## src/rtl/core/pge_pkg.sv

```systemverilog
`default_nettype none
// ----------------------------------------------------------------------------
// pge_pkg: shared constants and types for the potassium gate Euler step core
// Fixed-point constants, config register codes, divider handshake types and
// the 2^(k/DEPTH) exponential ROM built at elaboration.
// ----------------------------------------------------------------------------
package pge_pkg;

    localparam int EXP_TABLE_DEPTH = 1024;
    localparam int EXP_IDX_W       = $clog2(EXP_TABLE_DEPTH);
    localparam int EXP_FRAC_W      = 32 - EXP_IDX_W;

    localparam logic [33:0] LOG2E_Q32 = 34'h171547653;
    localparam logic [31:0] LN2_Q32   = 32'd2977044472;

    localparam logic [16:0] ALPHA_LIMIT    = 17'd6554;
    localparam logic [16:0] ALPHA_MAX      = 17'd131071;
    localparam logic [16:0] PROB_ONE       = 17'd65536;
    localparam logic [15:0] TIME_STEP_RST  = 16'd655;
    localparam logic [16:0] GATE_START_RST = 17'd20821;

    localparam int CFG_IDX_W  = 1;
    localparam int CFG_DATA_W = 17;
    localparam logic [CFG_IDX_W-1:0] CFG_TIME_STEP  = 1'b0;
    localparam logic [CFG_IDX_W-1:0] CFG_GATE_START = 1'b1;

    // bit-serial divider
    localparam int DIV_W     = 72;
    localparam int DIV_BITS  = 40;
    localparam int DIV_CNT_W = 6;

    typedef struct packed {
        logic                 start;
        logic [DIV_CNT_W-1:0] count;
    } t_div_req;

    typedef struct packed {
        logic                done;
        logic [DIV_BITS-1:0] quot;
    } t_div_rsp;

    typedef logic [31:0] t_exp_rom [EXP_TABLE_DEPTH];

    // entry k = round(2^31 * 2^(k/DEPTH)), truncated Taylor series of e^y
    function automatic t_exp_rom f_build_exp_rom();
        t_exp_rom     rom;
        logic [127:0] y;
        logic [127:0] term;
        logic [127:0] sum;
        for (int k = 0; k < EXP_TABLE_DEPTH; k++) begin
            y    = (128'(k) * 128'(LN2_Q32)) >> EXP_IDX_W;
            term = 128'd1 << 32;
            sum  = 128'd1 << 32;
            for (int n = 1; n < 40; n++) begin
                term = ((term * y) >> 32) / 128'(n);
                sum  = sum + term;
            end
            rom[k] = 32'((sum + 128'd1) >> 1);
        end
        return rom;
    endfunction

    localparam t_exp_rom EXP_ROM = f_build_exp_rom();

endpackage
`default_nettype wire

```

## src/rtl/core/pge_div.sv

```systemverilog
`default_nettype none
// ----------------------------------------------------------------------------
// pge_div: restoring bit-serial divider
// Remainder starts at a given value, then one dividend bit is shifted in
// per cycle (MSB first) and one quotient bit is produced per cycle.
// ----------------------------------------------------------------------------
module pge_div import pge_pkg::*; (
    input  wire logic                i_clk,
    input  wire logic                i_rst_n,
    input  wire t_div_req            i_req,
    input  wire logic [DIV_W-1:0]    i_rem_init,
    input  wire logic [DIV_BITS-1:0] i_bits,
    input  wire logic [DIV_W-1:0]    i_divisor,
    output t_div_rsp                 o_rsp
);

    logic                 r_busy;
    logic                 r_done;
    logic [DIV_CNT_W-1:0] r_cnt;
    logic [DIV_W-1:0]     r_rem;
    logic [DIV_W-1:0]     r_div;
    logic [DIV_BITS-1:0]  r_bits;
    logic [DIV_BITS-1:0]  r_quot;

    logic [DIV_W-1:0] w_trial;
    logic             w_ge;

    assign w_trial = {r_rem[DIV_W-2:0], r_bits[DIV_BITS-1]};
    assign w_ge    = (w_trial >= r_div);

    always_ff @(posedge i_clk) begin
        if (!i_rst_n) begin
            r_busy <= 1'b0;
            r_done <= 1'b0;
            r_cnt  <= '0;
        end else begin
            r_done <= 1'b0;
            if (i_req.start) begin
                r_busy <= 1'b1;
                r_cnt  <= i_req.count;
                r_rem  <= i_rem_init;
                r_bits <= i_bits;
                r_div  <= i_divisor;
                r_quot <= '0;
            end else if (r_busy) begin
                r_rem  <= w_ge ? (w_trial - r_div) : w_trial;
                r_quot <= {r_quot[DIV_BITS-2:0], w_ge};
                r_bits <= {r_bits[DIV_BITS-2:0], 1'b0};
                r_cnt  <= r_cnt - 1'b1;
                if (r_cnt == DIV_CNT_W'(1)) begin
                    r_busy <= 1'b0;
                    r_done <= 1'b1;
                end
            end
        end
    end

    assign o_rsp.done = r_done;
    assign o_rsp.quot = r_quot;

endmodule
`default_nettype wire

```

## config.mk

```make
export PLATFORM = sky130hd
export DESIGN_NAME = pge_div
export DESIGN_NICKNAME = d
export VERILOG_FILES = /design/src/rtl/core/pge_pkg.sv /design/src/rtl/core/pge_div.sv
export SDC_FILE = /design/constraint.sdc
export NUM_CORES = 1
export LEC_CHECK = 0
export BUFFER_PORTS_ARGS = -buffer_cell sky130_fd_sc_hd__buf_4
export CAP_MARGIN = 25
export CELL_PAD_IN_SITES_DETAIL_PLACEMENT = 1
export CELL_PAD_IN_SITES_GLOBAL_PLACEMENT = 1
export CORE_MARGIN = 3
export CORE_UTILIZATION = 50
export CTS_BUF_LIST = sky130_fd_sc_hd__clkbuf_8
export CTS_CLUSTER_SIZE = 28
export DETAILED_ROUTE_END_ITERATION = 10
export MAX_ROUTING_LAYER = met4
export PLACE_DENSITY = 0.86
export SLEW_MARGIN = 20
export SYNTH_ARGS = -nofsm -noshare
export SYNTH_HDL_FRONTEND = slang
export SYNTH_SLANG_ARGS = --single-unit
```

## constraint.sdc

```tcl
create_clock -name i_clk -period 15 [get_ports i_clk]
set_input_delay 3 -clock i_clk [delete_from_list [all_inputs] [get_ports i_clk]]
set_output_delay 3 -clock i_clk [all_outputs]
set_load 0.005 [all_outputs]
```

==> reports/qor.yml <==
cp-start-kind: "input pin"
drt_pre_antenna_iters: 7
netlist_instances: 1358
p_clk_frac: 0.298
synthDistinctLibCells: 76
end_kind: "flop"
final_hold_viol_count: 0
yosysMostFrequentCell: "edfxtp_1"
coreArea_sq_um: 27300
grt_overflow: 0
rsz0062_at_grt: "false"
drt-total-wl_mm: 46.7
p_sw_frac: 0.338
cts.repair.resized: 0
leakagePower_nw: 7.03
worstPathRequired_ns: 15.30
drc: 0
syn-num-nets: 1626
maxCapViolations: 0
cts_max_path_buffers: 3
vias: 11800
drive_gt1_frac: 0.238
grt_usage: 0.309
power_per_cell_area_nw_per_um2: 116
dp.cells: 1907
min_period_ns: 4.99
dp_hpwl_mm: 32.0
final_antenna_net_count: 0
synthFlopType: "edfxtp_1"
fmax_mhz: 200
clk_latency_ns: 0.57
crit_type: "in -> reg"
fin_setup_tns_ns: 0
finalNetCount: 1849
synthArstFlopShare: 0
seqPwrFrac: 0.410
syn2layout_area_growth_pct: 19.9
cts_buffers: 43
die-area_sq_um: 30200
fin_cells: 1987
synth_edf_count: 223
critPathMaxFanout: 84
die_w_um: 174
root_buffer: "clkbuf_8"
synth_common_cells: "edfxtp_1, nand2_1, a21oi_1, inv_1, o21ai_0"
slew_violations: 0
holdWs_ns: 0.552
setup_viol: 0
fp-row-count: 60
cts_tree: "built"
relSlewSlack: 0.354
internal-power_mw: 1.30
period_share: 0.333
power_mw: 1.96
viasPerCell: 5.92
status: "finished, final reports clean"
drt_iter0_drc: 708
die_h_um: 174
grt_pass1_wl_mm: 72.0
grt_max_degree: 85
routedWlPerCell_um: 23.5
ir_worst_vdd_uv: 94.0
arrival_ns: 5.29
yosysTopAreaCell: "edfxtp_1"
cts_setup_buffers: 0
synth_area_leaders: "edfxtp_1, ha_1, mux2_2"
ys_seq_area_frac: 0.486
synth_top_area_share: 0.475
fin_worst_skew_ns: 0.0270
hp-class: "reg -> reg"
start_util: 0.516
syn_avg_cell_area_sq_um: 10.4
cts_hold_buf: 0
fillers: 2981
antenna_found_initial: 1
clk_pin_slew_ns: 0.06
worst_pin_slew_ns: 0.970
numClockSinks: 231
place_ws_ns: 9.49
globalplace.congestion: 0.902
io_buffers: 232
pwr-share-comb: 0.292
htreeDepth: 2
grt_pass1_vias: 12700
synth_seq_cells: 231
yosysWarnings: 0
worst_slack_ns: 10.01
switchingPower_mw: 0.663
ios: 234
syn_area_sq_um: 14100
-- worst paths after layout --
| kind | slack, ns | cells after the start | startpoint | endpoint |
|---|---|---|---|---|
| max reg2reg | 10.60 | 12 | r_div[0] | r_rem[68] |
| max | 10.01 | 4 | i_req[6] | r_rem[68] |
| min | 0.55 | 1 | r_bits[18] | r_bits[19] |
| min reg2reg | 0.55 | 1 | r_bits[18] | r_bits[19] |
-- critical path, cell delays in order --
cell     delay [ns]
buf_4          0.62
buf_4          0.85
nor2_2         0.35
a221o_1        0.38
-- cell type report --
cell class,instances,area (sq um),area share
Clock inverter,34,173,0.0102
Antenna cell,1,2.50,0.000148
Inverter,109,409,0.0242
Sequential cell,231,6860,0.406
Clock buffer,44,606,0.0358
Timing Repair Buffer,239,1810,0.107
Tap cell,372,465,0.0275
Multi-Input combinational cell,957,6580,0.389
-- per-stage QoR --
step | area, sq um | util
floorplan | 14100 | -
global placement | 16100 | 0.589
detailed placement | 16100 | 0.589
CTS | 16900 | 0.617
global route | 16900 | 0.618
finish | 16900 | 0.618
-- logic make-up after synthesis --
kind of cell	after synthesis	share of synthesized area
buffers and inverters	170	0.0485
flip-flops	231	0.486
AO/OA/AOI/OAI	387	0.174
adder cells (fa/ha/maj)	75	0.0671
AND/OR/NAND/NOR	351	0.122
XOR/XNOR	66	0.0410
multiplexers	78	0.0617
-- placed cells by master (no fill, tap or decap), types with 9 or more instances in the layout --
cell type and instances:
a211oi_1 11, a21o_1 26, a21oi_1 124, a31oi_1 9
and2_1 10, and3_1 10, buf_4 238, clkbuf_8 44
edfxtp_1 223, ha_1 74, inv_1 129, mux2_2 71
nand2_1 126, nand2b_1 10, nand3_1 10, nand4_1 24
nor2_1 65, nor2b_1 50, nor3_1 19, o21a_1 23
o21ai_0 98, o21bai_1 20, xnor2_1 40, xor2_1 26
-- state kept, by name (all words and copies together), names as in the netlist --
name and count:
r_div 72, r_rem 71, r_bits 40, r_quot 40
r_cnt 6, r_busy 1, r_done 1
-- layer usage --
metal | track usage | vias up | share of wire
met1 | 0.384 | 5815 | 0.41
met3 | 0.0784 | 89 | 0.074
met5 | - | - | 0
li1 | - | 5403 | -
met2 | 0.502 | 464 | 0.48
met4 | 0.0942 | 0 | 0.030
-- power groups by stage --
stage | sequential [mW] | clock, mW | combinational [mW]
floorplan | 0.808 | 0 | 0.384
global placement | 0.811 | 0 | 0.531
detailed placement | 0.814 | 0 | 0.555
CTS | 0.804 | 0.593 | 0.566
global route | 0.808 | 0.622 | 0.626
finish | 0.805 | 0.584 | 0.572
(Power assumes the default switching activity.)
